<file path="config.mk">
export PLATFORM = sky130hd
export DESIGN_NAME = throttle_deadband_motor_sequencer
export DESIGN_NICKNAME = d
export VERILOG_FILES = /design/src/hw/rtl/tdms_pkg.sv /design/src/hw/rtl/tdms_serial_mul.sv /design/src/hw/rtl/tdms_serial_div.sv /design/src/hw/rtl/throttle_deadband_motor_sequencer.sv
export VERILOG_INCLUDE_DIRS = /design/src /design/src/hw/rtl
export SDC_FILE = /design/constraint.sdc
export NUM_CORES = 1
export LEC_CHECK = 0
export BUFFER_PORTS_ARGS = -buffer_cell sky130_fd_sc_hd__buf_2
export CAP_MARGIN = 20
export CORE_MARGIN = 5
export CORE_UTILIZATION = 45
export CTS_CLUSTER_DIAMETER = 80
export CTS_CLUSTER_SIZE = 8
export DETAILED_ROUTE_END_ITERATION = 7
export SKIP_LAST_GASP = 1
export SLEW_MARGIN = 20
export SYNTH_ARGS = -nofsm -noshare
export SYNTH_HDL_FRONTEND = slang
export SYNTH_SLANG_ARGS = --single-unit
</file>
<file path="constraint.sdc">
create_clock -name clk -period 7.2 [get_ports clk]
set_input_delay 0.36 -clock clk [delete_from_list [all_inputs] [get_ports clk]]
set_output_delay 0.36 -clock clk [all_outputs]
set_load 0.005 [all_outputs]
</file>
<file path="src/hw/rtl/throttle_deadband_motor_sequencer_macros.svh">
// Assertion helpers for the throttle sequencer. Both expect clk and rst in scope.
`ifndef THROTTLE_DEADBAND_MOTOR_SEQUENCER_MACROS_SVH
`define THROTTLE_DEADBAND_MOTOR_SEQUENCER_MACROS_SVH

// Same-cycle implication.
`define TDMS_CHECK_IMP(lbl, ante, cons, msg) \
  lbl: assert property (@(posedge clk) disable iff (rst) (ante) |-> (cons)) else $error(msg);

// Next-cycle implication.
`define TDMS_CHECK_NEXT(lbl, ante, cons, msg) \
  lbl: assert property (@(posedge clk) disable iff (rst) (ante) |=> (cons)) else $error(msg);

`endif

</file>
<file path="src/hw/rtl/tdms_pkg.sv">
package tdms_pkg;

  localparam int RAW_W      = 16;
  localparam int DB_W       = 15;
  localparam int RPM_W      = 15;
  localparam int STATUS_W   = 3;
  localparam int PCT_W      = 7;
  localparam int PCT_OUT_W  = 8;
  localparam int SPEED_W    = 16;
  localparam int CFG_IDX_W  = 3;
  localparam int CFG_DATA_W = 16;
  localparam int S_DATA_W   = 24;
  localparam int M_DATA_W   = 48;
  localparam int M_PAD_W    = 4;

  // quotient bits of the shared divider, and per-operation iteration counts
  localparam int QUO_W  = 16;
  localparam int QCNT_W = $clog2(QUO_W + 1);
  localparam logic [QCNT_W-1:0] PCT_ITERS  = QCNT_W'(7);
  localparam logic [QCNT_W-1:0] SPAN_ITERS = QCNT_W'(15);
  localparam logic [QCNT_W-1:0] SPD_ITERS  = QCNT_W'(16);

  localparam logic [PCT_W-1:0] PCT_FULL = 7'd100;

  localparam logic [SPEED_W-1:0] SPEED_MAX = 16'h7FFF;
  localparam logic [SPEED_W-1:0] SPEED_MIN = 16'h8000;

  localparam logic [CFG_IDX_W-1:0] REG_THROTTLE_CENTER   = 3'd0;
  localparam logic [CFG_IDX_W-1:0] REG_DEADBAND_HALF     = 3'd1;
  localparam logic [CFG_IDX_W-1:0] REG_TRAVEL_TOP        = 3'd2;
  localparam logic [CFG_IDX_W-1:0] REG_TRAVEL_BOTTOM     = 3'd3;
  localparam logic [CFG_IDX_W-1:0] REG_SPEED_FLOOR_RPM   = 3'd4;
  localparam logic [CFG_IDX_W-1:0] REG_SPEED_CEILING_RPM = 3'd5;
  localparam logic [CFG_IDX_W-1:0] REG_RAMP_TIME_MS      = 3'd6;

  localparam logic [RAW_W-1:0] CENTER_RST  = 16'd32768;
  localparam logic [DB_W-1:0]  DB_RST      = 15'd2000;
  localparam logic [RAW_W-1:0] TOP_RST     = 16'd65520;
  localparam logic [RAW_W-1:0] BOTTOM_RST  = 16'd0;
  localparam logic [RPM_W-1:0] FLOOR_RST   = 15'd1800;
  localparam logic [RPM_W-1:0] CEILING_RST = 15'd8000;
  localparam logic [RAW_W-1:0] RAMP_RST    = 16'd3000;

  localparam logic [STATUS_W-1:0] STATUS_IDLE       = 3'd0;
  localparam logic [STATUS_W-1:0] STATUS_RUN        = 3'd1;
  localparam logic [STATUS_W-1:0] STATUS_FAULT_NOW  = 3'd2;
  localparam logic [STATUS_W-1:0] STATUS_FAULT_OVER = 3'd3;

  typedef enum logic [2:0] {
    ACT_NONE      = 3'd0,
    ACT_START     = 3'd1,
    ACT_STOP      = 3'd2,
    ACT_FAULT_ACK = 3'd3,
    ACT_RAMP      = 3'd4
  } action_t;

  typedef enum logic [3:0] {
    ST_IDLE,
    ST_EDGES,
    ST_MAP,
    ST_CLAMP,
    ST_PCT_MUL,
    ST_PCT_DIV,
    ST_DECIDE,
    ST_SPAN_MUL,
    ST_SPAN_DIV,
    ST_SPD_MUL,
    ST_SPD_DIV,
    ST_DONE
  } state_t;

endpackage

</file>
<file path="src/hw/rtl/tdms_serial_mul.sv">
// Shift-add multiplier, one multiplier bit per cycle, stops early once the rest is zero.
module tdms_serial_mul #(
  parameter int AW = 16,
  parameter int BW = 10
) (
  input  logic             clk,
  input  logic             rst,
  input  logic             start,
  input  logic [AW-1:0]    a,
  input  logic [BW-1:0]    b,
  output logic [AW+BW-1:0] prod,
  output logic             done
);

  localparam int PW = AW + BW;

  logic [PW-1:0] acc;
  logic [PW-1:0] ash;
  logic [BW-1:0] bsh;
  logic          busy;
  logic          last;

  assign last = ((bsh >> 1) == '0);
  assign prod = acc;

  always_ff @(posedge clk) begin
    if (rst) begin
      busy <= 1'b0;
      done <= 1'b0;
    end else begin
      done <= 1'b0;
      if (start) begin
        busy <= 1'b1;
      end else if (busy && last) begin
        busy <= 1'b0;
        done <= 1'b1;
      end
    end
  end

  always_ff @(posedge clk) begin
    if (start) begin
      acc <= '0;
      ash <= PW'(a);
      bsh <= b;
    end else if (busy) begin
      if (bsh[0]) begin
        acc <= acc + ash;
      end
      ash <= ash << 1;
      bsh <= bsh >> 1;
    end
  end

endmodule

</file>
<file path="src/hw/rtl/tdms_serial_div.sv">
// Restoring divider, one quotient bit per cycle, MSB first.
// Quotient must fit in nbits, or only its top bit is meaningful.
module tdms_serial_div #(
  parameter int NW = 26,
  parameter int DW = 16,
  parameter int QB = 16
) (
  input  logic                      clk,
  input  logic                      rst,
  input  logic                      start,
  input  logic [NW-1:0]             num,
  input  logic [DW-1:0]             den,
  input  logic [$clog2(QB+1)-1:0]   nbits,
  output logic [QB-1:0]             quo,
  output logic                      done
);

  localparam int CNTW = $clog2(QB + 1);
  localparam int SW   = DW + QB - 1;
  localparam int CW   = (NW > SW) ? NW : SW;

  logic [CW-1:0]   rem;
  logic [SW-1:0]   dsh;
  logic [CW-1:0]   dwide;
  logic [CNTW-1:0] cnt;
  logic            busy;
  logic            ge;

  assign dwide = CW'(dsh);
  assign ge    = (rem >= dwide);

  always_ff @(posedge clk) begin
    if (rst) begin
      busy <= 1'b0;
      done <= 1'b0;
    end else begin
      done <= 1'b0;
      if (start) begin
        busy <= 1'b1;
      end else if (busy && cnt == CNTW'(1)) begin
        busy <= 1'b0;
        done <= 1'b1;
      end
    end
  end

  always_ff @(posedge clk) begin
    if (start) begin
      rem <= CW'(num);
      dsh <= SW'(den) << (nbits - CNTW'(1));
      cnt <= nbits;
      quo <= '0;
    end else if (busy) begin
      if (ge) begin
        rem <= rem - dwide;
      end
      quo <= {quo[QB-2:0], ge};
      dsh <= dsh >> 1;
      cnt <= cnt - CNTW'(1);
    end
  end

endmodule

</file>
<file path="src/hw/rtl/throttle_deadband_motor_sequencer.sv">
// Channel   Dir  Transfer fields (tdata, lowest bit up)
// s_*       in   pot_sample[15:0], motor_status[18:16], zero pad
// m_*       out  throttle_percent[7:0], action[10:8], target_speed[26:11],
//                ramp_duration[42:27], is_running[43], zero pad
// cfg_*     in   one register write per cycle with cfg_we high
//
// One sample at a time. A sample inside the deadband or with an empty range skips the
// arithmetic; any other runs the shift-add multiplier and restoring divider for the
// percentage, a start runs them again for the speed, and a ramp runs them for the span
// and then for the speed. How long the span multiply takes depends on the percentage.
// A finished result waits in the output register while the next sample runs; a second
// result holds in ST_DONE until that one transfers. rst loads defaults and idle state.
`include "throttle_deadband_motor_sequencer_macros.svh"

module throttle_deadband_motor_sequencer #(
  parameter int SPEED_SCALE_NUM = 10,
  parameter int SPEED_SCALE_DEN = 60
) (
  input  logic                             clk,
  input  logic                             rst,
  input  logic                             cfg_we,
  input  logic [tdms_pkg::CFG_IDX_W-1:0]   cfg_index,
  input  logic [tdms_pkg::CFG_DATA_W-1:0]  cfg_data,
  input  logic                             s_tvalid,
  output logic                             s_tready,
  input  logic [tdms_pkg::S_DATA_W-1:0]    s_tdata,   // pot_sample, motor_status
  output logic                             m_tvalid,
  input  logic                             m_tready,
  output logic [tdms_pkg::M_DATA_W-1:0]    m_tdata    // pct, action, speed, ramp, running
);

  localparam int NUM_W = $clog2(SPEED_SCALE_NUM + 1);
  localparam int DEN_W = $clog2(SPEED_SCALE_DEN + 1);
  localparam int MB    = (NUM_W > tdms_pkg::PCT_W) ? NUM_W : tdms_pkg::PCT_W;
  localparam int PW    = tdms_pkg::RAW_W + MB;
  localparam int DW    = (DEN_W > tdms_pkg::RAW_W) ? DEN_W : tdms_pkg::RAW_W;

  // configuration
  logic [tdms_pkg::RAW_W-1:0] throttle_center;
  logic [tdms_pkg::DB_W-1:0]  deadband_half;
  logic [tdms_pkg::RAW_W-1:0] travel_top;
  logic [tdms_pkg::RAW_W-1:0] travel_bottom;
  logic [tdms_pkg::RPM_W-1:0] speed_floor_rpm;
  logic [tdms_pkg::RPM_W-1:0] speed_ceiling_rpm;
  logic [tdms_pkg::RAW_W-1:0] ramp_time_ms;

  tdms_pkg::state_t  state;
  tdms_pkg::state_t  state_next;
  tdms_pkg::action_t act_r;
  tdms_pkg::action_t act_next;
  logic              running;
  logic              run_next;

  logic [tdms_pkg::RAW_W-1:0]    sample_r;
  logic [tdms_pkg::STATUS_W-1:0] status_r;
  logic [tdms_pkg::RAW_W:0]      hi_r;
  logic signed [tdms_pkg::RAW_W+1:0] lo_r;
  logic                          up_r;
  logic                          dn_r;
  logic [tdms_pkg::RAW_W-1:0]    val_r;
  logic signed [tdms_pkg::RAW_W+1:0] rng_r;
  logic [tdms_pkg::PCT_W-1:0]    mag_r;
  logic                          neg_r;
  logic [tdms_pkg::SPEED_W-1:0]  speed_r;
  logic [tdms_pkg::RAW_W-1:0]    dur_r;

  // mapping
  logic                              up_c;
  logic                              dn_c;
  logic signed [tdms_pkg::RAW_W+1:0] rng_up;
  logic signed [tdms_pkg::RAW_W+1:0] rng_dn;
  logic [tdms_pkg::RAW_W-1:0]        rng16;
  logic [tdms_pkg::RAW_W-1:0]        clamp_c;
  logic                              zero_c;
  logic                              pct_nz;
  logic [tdms_pkg::PCT_OUT_W-1:0]    pct_mag8;
  logic [tdms_pkg::PCT_OUT_W-1:0]    pct_out;

  // speed
  logic signed [tdms_pkg::RPM_W:0] span;
  logic [tdms_pkg::RPM_W-1:0]      span_abs;
  logic [tdms_pkg::RPM_W:0]        rpm_sum;
  logic [tdms_pkg::RPM_W-1:0]      rpm_next;
  logic [tdms_pkg::SPEED_W-1:0]    q_mag16;
  logic [tdms_pkg::SPEED_W-1:0]    speed_fin;

  // arithmetic units
  logic                        mul_start;
  logic [tdms_pkg::RAW_W-1:0]  mul_a;
  logic [MB-1:0]               mul_b;
  logic [PW-1:0]               mul_prod;
  logic                        mul_done;
  logic [DW-1:0]               div_den;
  logic [tdms_pkg::QCNT_W-1:0] div_nbits;
  logic [tdms_pkg::QUO_W-1:0]  div_quo;
  logic                        div_done;
  logic                        out_free;
  logic                        out_load;

  // output fields for checks
  tdms_pkg::action_t            m_act;
  logic                         m_run;
  logic [tdms_pkg::SPEED_W-1:0] m_spd;
  logic                         m_speed_cmd;

  tdms_serial_mul #(
    .AW (tdms_pkg::RAW_W),
    .BW (MB)
  ) u_mul (
    .clk   (clk),
    .rst   (rst),
    .start (mul_start),
    .a     (mul_a),
    .b     (mul_b),
    .prod  (mul_prod),
    .done  (mul_done)
  );

  tdms_serial_div #(
    .NW (PW),
    .DW (DW),
    .QB (tdms_pkg::QUO_W)
  ) u_div (
    .clk   (clk),
    .rst   (rst),
    .start (mul_done),
    .num   (mul_prod),
    .den   (div_den),
    .nbits (div_nbits),
    .quo   (div_quo),
    .done  (div_done)
  );

  always_ff @(posedge clk) begin
    if (rst) begin
      throttle_center   <= tdms_pkg::CENTER_RST;
      deadband_half     <= tdms_pkg::DB_RST;
      travel_top        <= tdms_pkg::TOP_RST;
      travel_bottom     <= tdms_pkg::BOTTOM_RST;
      speed_floor_rpm   <= tdms_pkg::FLOOR_RST;
      speed_ceiling_rpm <= tdms_pkg::CEILING_RST;
      ramp_time_ms      <= tdms_pkg::RAMP_RST;
    end else if (cfg_we) begin
      case (cfg_index)
        tdms_pkg::REG_THROTTLE_CENTER:   throttle_center   <= cfg_data;
        tdms_pkg::REG_DEADBAND_HALF:     deadband_half     <= cfg_data[tdms_pkg::DB_W-1:0];
        tdms_pkg::REG_TRAVEL_TOP:        travel_top        <= cfg_data;
        tdms_pkg::REG_TRAVEL_BOTTOM:     travel_bottom     <= cfg_data;
        tdms_pkg::REG_SPEED_FLOOR_RPM:   speed_floor_rpm   <= cfg_data[tdms_pkg::RPM_W-1:0];
        tdms_pkg::REG_SPEED_CEILING_RPM: speed_ceiling_rpm <= cfg_data[tdms_pkg::RPM_W-1:0];
        tdms_pkg::REG_RAMP_TIME_MS:      ramp_time_ms      <= cfg_data;
        default: ;
      endcase
    end
  end

  // datapath terms
  always_comb begin
    up_c     = ({1'b0, sample_r} > hi_r);
    dn_c     = ($signed({2'b0, sample_r}) < lo_r);
    rng_up   = $signed({2'b0, travel_top}) - $signed({1'b0, hi_r});
    rng_dn   = lo_r - $signed({2'b0, travel_bottom});
    rng16    = rng_r[tdms_pkg::RAW_W-1:0];
    clamp_c  = (val_r > rng16) ? rng16 : val_r;
    zero_c   = !(up_r || dn_r) || rng_r[tdms_pkg::RAW_W+1] || (rng_r == '0);
    pct_nz   = (mag_r != '0);
    pct_mag8 = {1'b0, mag_r};
    pct_out  = neg_r ? -pct_mag8 : pct_mag8;
    span     = $signed({1'b0, speed_ceiling_rpm}) - $signed({1'b0, speed_floor_rpm});
    span_abs = span[tdms_pkg::RPM_W] ? tdms_pkg::RPM_W'(-span) : span[tdms_pkg::RPM_W-1:0];
    rpm_sum  = span[tdms_pkg::RPM_W]
             ? ({1'b0, speed_floor_rpm} - {1'b0, div_quo[tdms_pkg::RPM_W-1:0]})
             : ({1'b0, speed_floor_rpm} + {1'b0, div_quo[tdms_pkg::RPM_W-1:0]});
    rpm_next = rpm_sum[tdms_pkg::RPM_W-1:0];
    q_mag16  = {1'b0, div_quo[tdms_pkg::SPEED_W-2:0]};
    if (div_quo[tdms_pkg::QUO_W-1]) begin
      speed_fin = neg_r ? tdms_pkg::SPEED_MIN : tdms_pkg::SPEED_MAX;
    end else begin
      speed_fin = neg_r ? -q_mag16 : q_mag16;
    end
  end

  // sequencer decision
  always_comb begin
    act_next = tdms_pkg::ACT_NONE;
    run_next = running;
    if (!running) begin
      if (pct_nz && status_r == tdms_pkg::STATUS_IDLE) begin
        act_next = tdms_pkg::ACT_START;
        run_next = 1'b1;
      end else if (status_r == tdms_pkg::STATUS_FAULT_OVER) begin
        act_next = tdms_pkg::ACT_FAULT_ACK;
      end
    end else if (!pct_nz) begin
      act_next = tdms_pkg::ACT_STOP;
      run_next = 1'b0;
    end else if (status_r == tdms_pkg::STATUS_RUN) begin
      act_next = tdms_pkg::ACT_RAMP;
    end else if (status_r inside {tdms_pkg::STATUS_IDLE, tdms_pkg::STATUS_FAULT_NOW,
                                  tdms_pkg::STATUS_FAULT_OVER}) begin
      run_next = 1'b0;
    end
  end

  // next state
  always_comb begin
    state_next = state;
    case (state)
      tdms_pkg::ST_IDLE:     if (s_tvalid) state_next = tdms_pkg::ST_EDGES;
      tdms_pkg::ST_EDGES:    state_next = tdms_pkg::ST_MAP;
      tdms_pkg::ST_MAP:      state_next = tdms_pkg::ST_CLAMP;
      tdms_pkg::ST_CLAMP:    state_next = zero_c ? tdms_pkg::ST_DECIDE : tdms_pkg::ST_PCT_MUL;
      tdms_pkg::ST_PCT_MUL:  if (mul_done) state_next = tdms_pkg::ST_PCT_DIV;
      tdms_pkg::ST_PCT_DIV:  if (div_done) state_next = tdms_pkg::ST_DECIDE;
      tdms_pkg::ST_DECIDE: begin
        case (act_next)
          tdms_pkg::ACT_START: state_next = tdms_pkg::ST_SPD_MUL;
          tdms_pkg::ACT_RAMP:  state_next = tdms_pkg::ST_SPAN_MUL;
          default:             state_next = tdms_pkg::ST_DONE;
        endcase
      end
      tdms_pkg::ST_SPAN_MUL: if (mul_done) state_next = tdms_pkg::ST_SPAN_DIV;
      tdms_pkg::ST_SPAN_DIV: if (div_done) state_next = tdms_pkg::ST_SPD_MUL;
      tdms_pkg::ST_SPD_MUL:  if (mul_done) state_next = tdms_pkg::ST_SPD_DIV;
      tdms_pkg::ST_SPD_DIV:  if (div_done) state_next = tdms_pkg::ST_DONE;
      tdms_pkg::ST_DONE:     if (out_free) state_next = tdms_pkg::ST_IDLE;
      default:               state_next = tdms_pkg::ST_IDLE;
    endcase
  end

  // outputs and unit control
  always_comb begin
    s_tready  = (state == tdms_pkg::ST_IDLE);
    out_free  = !m_tvalid || m_tready;
    out_load  = (state == tdms_pkg::ST_DONE) && out_free;
    mul_start = 1'b0;
    mul_a     = '0;
    mul_b     = '0;
    div_den   = '0;
    div_nbits = tdms_pkg::SPD_ITERS;
    case (state)
      tdms_pkg::ST_CLAMP: begin
        mul_start = !zero_c;
        mul_a     = clamp_c;
        mul_b     = MB'(tdms_pkg::PCT_FULL);
      end
      tdms_pkg::ST_DECIDE: begin
        if (act_next == tdms_pkg::ACT_START) begin
          mul_start = 1'b1;
          mul_a     = {1'b0, speed_floor_rpm};
          mul_b     = MB'(SPEED_SCALE_NUM);
        end else if (act_next == tdms_pkg::ACT_RAMP) begin
          mul_start = 1'b1;
          mul_a     = {1'b0, span_abs};
          mul_b     = MB'(mag_r);
        end
      end
      tdms_pkg::ST_SPAN_DIV: begin
        mul_start = div_done;
        mul_a     = {1'b0, rpm_next};
        mul_b     = MB'(SPEED_SCALE_NUM);
      end
      tdms_pkg::ST_PCT_MUL: begin
        div_den   = DW'(rng16);
        div_nbits = tdms_pkg::PCT_ITERS;
      end
      tdms_pkg::ST_SPAN_MUL: begin
        div_den   = DW'(tdms_pkg::PCT_FULL);
        div_nbits = tdms_pkg::SPAN_ITERS;
      end
      tdms_pkg::ST_SPD_MUL: begin
        div_den   = DW'(SPEED_SCALE_DEN);
        div_nbits = tdms_pkg::SPD_ITERS;
      end
      default: ;
    endcase
  end

  always_ff @(posedge clk) begin
    if (rst) begin
      state    <= tdms_pkg::ST_IDLE;
      running  <= 1'b0;
      m_tvalid <= 1'b0;
    end else begin
      state <= state_next;
      if (state == tdms_pkg::ST_DECIDE) begin
        running <= run_next;
      end
      if (out_load) begin
        m_tvalid <= 1'b1;
      end else if (m_tready) begin
        m_tvalid <= 1'b0;
      end
    end
  end

  always_ff @(posedge clk) begin
    case (state)
      tdms_pkg::ST_IDLE: begin
        sample_r <= s_tdata[tdms_pkg::RAW_W-1:0];
        status_r <= s_tdata[tdms_pkg::RAW_W +: tdms_pkg::STATUS_W];
      end
      tdms_pkg::ST_EDGES: begin
        hi_r <= {1'b0, throttle_center} + {2'b0, deadband_half};
        lo_r <= $signed({2'b0, throttle_center}) - $signed({3'b0, deadband_half});
      end
      tdms_pkg::ST_MAP: begin
        up_r  <= up_c;
        dn_r  <= dn_c && !up_c;
        val_r <= up_c ? (sample_r - hi_r[tdms_pkg::RAW_W-1:0])
                      : (lo_r[tdms_pkg::RAW_W-1:0] - sample_r);
        rng_r <= up_c ? rng_up : rng_dn;
      end
      tdms_pkg::ST_CLAMP: begin
        neg_r <= dn_r;
        if (zero_c) begin
          mag_r <= '0;
        end
      end
      tdms_pkg::ST_PCT_DIV: begin
        if (div_done) begin
          mag_r <= div_quo[tdms_pkg::PCT_W-1:0];
        end
      end
      tdms_pkg::ST_DECIDE: begin
        act_r   <= act_next;
        speed_r <= '0;
        dur_r   <= (act_next == tdms_pkg::ACT_RAMP) ? ramp_time_ms : '0;
      end
      tdms_pkg::ST_SPD_DIV: begin
        if (div_done) begin
          speed_r <= speed_fin;
        end
      end
      default: ;
    endcase
    if (out_load) begin
      m_tdata <= {{tdms_pkg::M_PAD_W{1'b0}}, running, dur_r, speed_r, act_r, pct_out};
    end
  end

  assign m_act       = tdms_pkg::action_t'(m_tdata[10:8]);
  assign m_run       = m_tdata[43];
  assign m_spd       = m_tdata[26:11];
  assign m_speed_cmd = (m_act == tdms_pkg::ACT_START) || (m_act == tdms_pkg::ACT_RAMP);

  `TDMS_CHECK_IMP(a_cmd_runs, m_tvalid && m_speed_cmd, m_run, "start or ramp while idle")
  `TDMS_CHECK_IMP(a_stop, m_tvalid && m_act == tdms_pkg::ACT_STOP, !m_run, "stop while running")
  `TDMS_CHECK_IMP(a_speed_cmd, m_tvalid && m_spd != '0, m_speed_cmd, "speed without command")
  `TDMS_CHECK_NEXT(a_one_sample, s_tvalid && s_tready, !s_tready, "sample taken while busy")

endmodule

</file>
==> results.toml, run 1 <==
[synth]
synth_area_leaders = "edfxtp_1 29%, dfxtp_1 13%, ha_1 10%"
synthCells = 2879
ys_warn_count = 0
ys.flop_type = "edfxtp_1"
synth.largest_area_cell = "edfxtp_1"
synth_edf_count = 257
synthArstFlopShare = 0
synth_top_cell_area_share = 0.293
yosysSeqAreaShare = 0.425
ys_types = 82
ys_ff_latch = 430
synthesis.area_mm2 = 0.0263
syn_avg_cell_area_um2 = 9.14

[placement]
io_buffers = 88
post-dp-hpwl_um = 52600
gp_congestion = 0.907
place_inst = 3646
placed_cell_area_mm2 = 0.0275

[die]
die-area_mm2 = 0.0634
die_x_um = 252
rows = 88
io_pins = 98
core_region_area_mm2 = 0.0578
die_y_um = 252
initial_core_util = 0.455

[critical_path]
cp-start-kind = "register"
critical_path.endpoint = "u_mul.ash[14]"
r2r_start = "speed_floor_rpm[5]"
r2r_setup_slack_ns = 1.47
crit_type = "reg2reg"
startpoint = "speed_floor_rpm[5]"
cp.required_ns = 7.53
cp_max_fo = 11
reg2reg_depth = 20
end_kind = "register"
cp.arrival_ns = 6.07
r2r-end = "u_mul.ash[14]"

[timing]
min_period_ns = 5.73
max_freq_mhz = 174
hold_viol = 0
setup_viol = 0
worstMarginPinSlew_ns = 1.05
fin_crit_sh = 0.796
fin_skew_ns = 0.0224
finalMaxSlewViolations = 0
whs_ns = 0.0904
relSlewSlack = 0.298
tns_ns = 0
grt_setup_unrepaired = "false"

[worst_hold_path]
worstHoldPathType = "in2reg"
min_from = "cfg_data[0]"

[cts]
clk_latency_ns = 0.61
clock_path_buffers = 3
clkSlewWorstSetupHoldPaths_ns = 0.05
cts_root_buf = "clkbuf_16"
cts_tree = "done"
numCtsBuffers = 66
cts_setup_buffers = 0
cts.sinks = 430
postCtsHoldBufs = 19
h-tree-depth = 3
ctsResizeCount = 0

[grt]
grt_max_degree = 93
grt_pass1_vias = 20503
track_usage = 0.216
grt_first_pass_wirelength_um = 110000
grt_antenna_before_repair = 0
grt-ovfl-total = 0

[pwr]
peakVddDrop_v = 0.000172
power-per-cell-area_mw_per_mm2 = 279
p_leak_nw = 12.0

[detailed_routing]
post_drt_wl_per_cell_um = 18.6
first_iter_violations = 1288
via_per_inst = 5.55
antenna_left = 0
drc = 0
wl_um = 70300
vias = 21030
first_pass_iters = 5

[layout]
antenna_cells = 0
final_common_cell = "nand2_1"
nNetsFinal = 3237
most-common-layout-cells = "344 x nand2_1, 257 x edfxtp_1, 251 x a21oi_1"
finalNonFillerCells = 3786
area_growth_syn_to_layout_pct = 13.2
fill_cells = 5317
drive_gt1_frac = 0.0778
stdcell_area_mm2 = 0.0298

[job]
max-cap-violations = 0

[status]
status = "finished clean"
-- flip-flops by register name (all words and copies together) (netlist names), 5 cells and up --
name               flops
deadband_half         15
dur_r                 16
hi_r                  17
lo_r                  16
m_tdata               44
mag_r                  7
ramp_time_ms          16
rng_r                 18
sample_r              16
speed_ceiling_rpm     15
speed_floor_rpm       15
speed_r               16
throttle_center       16
travel_bottom         16
travel_top            16
u_div.cnt              5
u_div.dsh             31
u_div.quo             16
u_div.rem             31
u_mul.ash             23
u_mul.bsh              7
u_mul.prod            23
val_r                 16
-- worst max-delay path: stages (launching register included) --
cell and delay [ns]:
dfxtp_1 0.47, inv_1 0.08, ha_1 0.42, o21ai_0 0.16, a21bo_2 0.26, a21o_1 0.21, a21oi_1 0.29, a211oi_4 0.14
or2_2 0.41, nor2_1 0.15, xnor2_1 0.14, ha_1 0.30, a21o_1 0.19, a21oi_1 0.34, a21boi_0 0.21, a2111oi_0 0.68
o31ai_1 0.16, a21oi_1 0.18, xnor3_1 0.42, a21oi_1 0.16, o22ai_1 0.09
-- worst min path at each step --
stage	endpoint	slack (ns)	depth (start not counted)
3_3_place_gp	m_tdata[23]	0.40	0
3_5_place_dp	m_tdata[17]	0.40	0
4_1_cts	deadband_half[0]	0.04	3
5_1_grt	ramp_time_ms[0]	0.07	3
6_report	ramp_time_ms[0]	0.09	3
2_1_floorplan	m_tdata[10]	0.40	0
-- synth_stat cells (43+ instances only) --
master	n
a21o_1	45
a21oi_1	251
clkbuf_1	100
dfxtp_1	173
edfxtp_1	257
ha_1	211
inv_1	233
mux2i_1	47
nand2_1	344
nand2b_1	43
nand3_1	48
nor2_1	234
nor3_1	58
o21ai_0	154
xnor2_1	99
xor2_1	54
-- layer usage --
| layer | global-route usage | vias to the layer above | share of wire |
|---|---|---|---|
| li1 | - | 10408 | - |
| met1 | 0.296 | 10053 | 0.46 |
| met2 | 0.350 | 454 | 0.46 |
| met3 | 0.0333 | 115 | 0.044 |
| met4 | 0.0782 | 0 | 0.036 |
| met5 | 0 | - | 0 |
-- power by group --
group	total [mW]	internal [mW]	leakage [nW]	switching (mW)
Sequential	3.11	2.90	3.73	0.216
Combinational	2.22	0.894	7.31	1.33
Clock	2.98	1.80	0.966	1.18
Total	8.31	5.59	12.0	2.72
-- cell families after synthesis --
kind of cell | count (synthesis) | synth area share
buffers and inverters | 348 | 0.0511
adder cells (fa/ha/maj) | 221 | 0.108
multiplexers | 55 | 0.0213
XOR/XNOR | 154 | 0.0518
AND/OR/NAND/NOR | 941 | 0.168
other | 1 | 0.000143
AO/OA/AOI/OAI | 729 | 0.175
flip-flops | 430 | 0.425
-- final cells by class --
type / count / area (um2) / share of cell area
Clock buffer: 110 / 1830 / 0.0614
Clock inverter: 11 / 231 / 0.00777
Inverter: 233 / 875 / 0.0294
Multi-Input combinational cell: 2105 / 13900 / 0.466
Sequential cell: 430 / 11200 / 0.376
Tap cell: 765 / 957 / 0.0321
Timing Repair Buffer: 132 / 821 / 0.0276
-- per-stage QoR --
stage                util  setup slack, ns  power [mW]
global route        0.515             1.12        8.78
CTS                 0.515             1.55        8.39
finish              0.515             1.47        8.31
global placement    0.476             1.61        5.29
detailed placement  0.476             1.59        5.35
floorplan               -             2.05        4.69
(Power assumes the default switching activity.)
==> run 2, diff against run 1 <==
Clock period 7.2 ns to 5.8 ns, I/O delays scaled along.
==> results.toml, run 2 (synthesized netlist as in run 1, its figures left out) <==
[placement]
gp_congestion = 0.900
io_buffers = 88
post-dp-hpwl_um = 52900
place_inst = 3655

[timing]
fin_crit_sh = 0.931
finalMaxSlewViolations = 0
relSlewSlack = 0.298
worstMarginPinSlew_ns = 1.05
tns_ns = 0
setup_viol = 0
grt_setup_unrepaired = "false"
whs_ns = 0.0382
fin_skew_ns = 0.0273
max_freq_mhz = 185
min_period_ns = 5.40
hold_viol = 0

[detailed_routing]
post_drt_wl_per_cell_um = 18.6
first_iter_violations = 1211
via_per_inst = 5.51
drc = 0
vias = 20884
wl_um = 70500
antenna_left = 0
first_pass_iters = 5

[cts]
cts_tree = "done"
cts.sinks = 430
cts_root_buf = "clkbuf_16"
clock_path_buffers = 3
clkSlewWorstSetupHoldPaths_ns = 0.05
numCtsBuffers = 60
clk_latency_ns = 0.61
h-tree-depth = 2

[critical_path]
max_stage_delay_ns = 0.47
cp_slowest_cell = "dfxtp_1"
reg2reg_depth = 21
crit_type = "reg2reg"
path_cells = "inv_1, ha_1, a21o_1, nor3_2, a21o_1, a21oi_1, a211oi_4, or2_4, nor2_1, xnor2_1, ha_1, a211o_1, a21oi_1, o211ai_1, a2111oi_0, buf_4, o31ai_1, a21oi_1, xnor3_1, a21oi_1, o22ai_1"
cp_max_fo = 11
end_kind = "register"
r2r-end = "u_mul.ash[14]"
cp.arrival_ns = 5.73
cp_common_cell = "a21oi_1"
cp-start-kind = "register"
cp.required_ns = 6.13
r2r_setup_slack_ns = 0.40
r2r_start = "speed_floor_rpm[4]"

[die]
initial_core_util = 0.455
rows = 88
die_x_um = 252
die-area_mm2 = 0.0634
die_y_um = 252
core_region_area_mm2 = 0.0578
io_pins = 98

[worst_hold_path]
holdPathEnd = "travel_bottom[15]"
holdPathStages = 3
min_from = "cfg_data[15]"
worstHoldPathType = "in2reg"

[grt]
grt_first_pass_wirelength_um = 111000
grt_max_degree = 89
grt-ovfl-total = 0
grt_pass1_vias = 20193
grt_antenna_before_repair = 0
track_usage = 0.216

[pwr]
p_leak_nw = 11.9
finalPower_mw = 9.90
power-per-cell-area_mw_per_mm2 = 335
peakVddDrop_v = 0.000253

[layout]
finalNonFillerCells = 3787
fill_cells = 5304
utilization = 0.512
area_growth_syn_to_layout_pct = 12.4
multiInputGateArea_mm2 = 0.0139
final_common_cell = "nand2_1"
top_register = "m_tdata"
antenna_cells = 0
largest_reg_flops = 44
nNetsFinal = 3244
reg_top3 = "m_tdata x44, u_div.dsh x31, u_div.rem x31"
ff_latch_area_mm2 = 0.0112
most-common-layout-cells = "344 x nand2_1, 257 x edfxtp_1, 250 x a21oi_1"
drive_gt1_frac = 0.0768

[job]
max-cap-violations = 0

[status]
status = "finished clean"
## run 2: metal layers
layer,wire (um),global-route usage
met1,32800,0.299
met2,31700,0.344
met3,3380,0.0329
met4,2680,0.0819
met5,0,0
## run 2: metrics by stage
stage	setup WS [ns]	cell area [um2]
CTS	0.273	29600
global placement	0.347	27600
global route	0.0756	29600
finish	0.402	29600
detailed placement	0.285	27600
floorplan	0.650	26300
## run 2: worst max-delay path by stage
stage | end | start | cells past startpoint | slack, ns
floorplan | u_mul.ash[14] | speed_floor_rpm[5] | 21 | 0.65
global placement | u_mul.ash[14] | speed_floor_rpm[4] | 22 | 0.35
detailed placement | u_mul.ash[14] | speed_floor_rpm[4] | 21 | 0.28
CTS | u_mul.ash[14] | speed_floor_rpm[4] | 21 | 0.27
global route | u_mul.ash[14] | speed_floor_rpm[4] | 21 | 0.08
finish | u_mul.ash[14] | speed_floor_rpm[4] | 21 | 0.40
## run 2: worst max-delay path, delay by kind of cell (launching register included)
kind	cells	cell delay, ns
fa+ha+maj	2	0.73
buf+inv	2	0.27
simple gates	3	0.53
flops	1	0.47
compound gates	12	2.45
xor+xnor	2	0.68
## run 2: power by group
part	switching (mW)	internal [mW]	leakage, nW	total [mW]
clock	1.30	1.97	0.832	3.27
combinational	1.64	1.12	7.36	2.76
sequential	0.273	3.60	3.73	3.87
## run 2: final cells by class
class                      count  area share
clock buffer                 107      0.0581
clock inverter                 2    0.000888
inverter                     233      0.0296
multi-input combinational   2105       0.470
sequential                   430       0.378
tap                          765      0.0324
timing repair buffer         145      0.0314
## run 2: timing repair
item                                    4_1_cts  5_1_grt
setup buffers                                 0        0
gates resized for setup                       0        3
endpoints found under the hold margin        33        0
endpoints found under the setup margin        0        1
hold buffers                                 23        0
==> run 3, diff against run 2 <==
Settings changed: CORE_UTILIZATION 45 to 60, PLACE_DENSITY set to 0.78.
Clock period 5.8 ns to 5.75 ns, I/O delays scaled along.
==> results.toml, run 3 (synthesized netlist as in run 1, its figures left out) <==
[status]
status = "finished clean"

[cts]
clock_path_buffers = 3
cts_root_buf = "clkbuf_16"
numCtsBuffers = 61
cts.sinks = 430
clkSlewWorstSetupHoldPaths_ns = 0.05
h-tree-depth = 2
cts_tree = "done"
cts_setup_buffers = 0
clk_latency_ns = 0.63

[layout]
drive_gt1_frac = 0.0769
top_register = "m_tdata"
largest_reg_flops = 44
area_growth_syn_to_layout_pct = 11.9
most-common-layout-cells = "344 x nand2_1, 257 x edfxtp_1, 250 x a21oi_1"
final_common_cell = "nand2_1"
nNetsFinal = 3245
finalNonFillerCells = 3615
reg_top3 = "m_tdata x44, u_div.dsh x31, u_div.rem x31"

[critical_path]
cp-start-kind = "register"
path_cells = "inv_1, ha_1, o21ai_0, a21bo_2, a21o_1, a21oi_1, a211oi_4, or2_2, nor2_1, xnor2_1, ha_1, a211o_1, a21oi_1, o211ai_1, a2111oi_1, buf_4, o31ai_1, a21oi_1, xnor3_1, a21oi_1, o22ai_1"
cp_max_fo = 11
cp.arrival_ns = 5.69
end_kind = "register"
cp_common_cell = "a21oi_1"
crit_buf_inv = 2
cp.required_ns = 6.11
cp_slowest_cell = "or2_2"
r2r_setup_slack_ns = 0.42
cp_top_family = "compound AO/OA/AOI/OAI gates"
crit_type = "reg2reg"
max_stage_delay_ns = 0.42

[timing]
max_freq_mhz = 188
setup_viol = 0
tns_ns = 0
min_period_ns = 5.33
relSlewSlack = 0.293
worstMarginPinSlew_ns = 1.06
fin_crit_sh = 0.927
hold_viol = 0
finalMaxSlewViolations = 0
grt_setup_unrepaired = "false"
fin_skew_ns = 0.0197

[detailed_routing]
post_drt_wl_per_cell_um = 19.3
via_per_inst = 6.00
first_iter_violations = 1784
first_pass_iters = 6
drc = 0
wl_um = 69600
vias = 21700
antenna_left = 0

[grt]
grt_max_degree = 88
grt_pass1_vias = 21069
grt_first_pass_wirelength_um = 111000
grt_antenna_before_repair = 1
track_usage = 0.286
grt-ovfl-total = 0

[placement]
post-dp-hpwl_um = 50200
place_inst = 3471
gp_congestion = 0.967
io_buffers = 88

[pwr]
p_switching_mw = 3.32
switching_share = 0.329
power_frac_comb = 0.279
p_seq_frac = 0.385
pwr-share-clk = 0.336
p_leak_nw = 12.0
power-per-cell-area_mw_per_mm2 = 343
peakVddDrop_v = 0.000283
intPower_mw = 6.77

[die]
die_y_um = 219
die_x_um = 219
core_region_area_mm2 = 0.0433
io_pins = 98
rows = 76
die-area_mm2 = 0.0481
initial_core_util = 0.608

[job]
max-cap-violations = 0

[worst_hold_path]
worstHoldPathType = "in2reg"
[run 3: path summary, 6_finish.rpt]
check / start / end / cells past startpoint
max: speed_floor_rpm[5] / u_mul.ash[14] / 21
min: cfg_data[8] / throttle_center[8] / 3
max reg2reg: speed_floor_rpm[5] / u_mul.ash[14] / 21
min reg2reg: speed_r[12] / m_tdata[23] / 0
[run 3: per-layer routing]
layer,vias to the layer above,track usage,wire length (um)
met2,797,0.481,33000
li1,10413,-,-
met1,10346,0.380,29300
met4,2,0.100,2360
met5,-,0,13
met3,142,0.0422,4980
[run 3: through the flow]
stage               area [um2]   util  power, mW  hold slack [ns]  worst slack (ns)
finish                   29400  0.680       10.1           0.0317             0.420
global placement         27300  0.632       6.56            0.401             0.420
global route             29400  0.680       10.6           0.0353            0.0903
detailed placement       27300  0.632       6.67            0.405             0.423
floorplan                26300      -       5.88            0.386             0.600
CTS                      29400  0.680       10.1          0.00772             0.321
[run 3: cell type report]
class / instances / area [um2]
flip-flops and latches: 430 / 11200
inverters: 233 / 875
clock buffers: 110 / 1730
fillers: 3332 / 13800
clock inverters: 6 / 87.6
repair buffers: 145 / 938
well taps: 585 / 732
multi-input cells: 2105 / 13900
diodes: 1 / 2.50
[run 3: worst min-delay path: cells and delay by family]
family                 cells  cell delay [ns]
buffers and inverters      1             0.18
AOI/OAI and AO/OA          1             0.05
and+or+nand+nor            1             0.08
[run 3: power by group through the flow]
stage                     clock network, mW  logic [mW]  registers, mW
final                                  3.39        2.82           3.89
after global routing                   3.59        3.10           3.91
after CTS                              3.44        2.76           3.88
after detailed placement                  0        2.72           3.94
after global placement                    0        2.63           3.93
after floorplan                           0        2.06           3.82
[run 3: timing repair]
action,CTS,global route
hold endpoints to repair,53,0
resized for setup,0,3
endpoints found under the setup margin,0,1
hold buffers,27,0
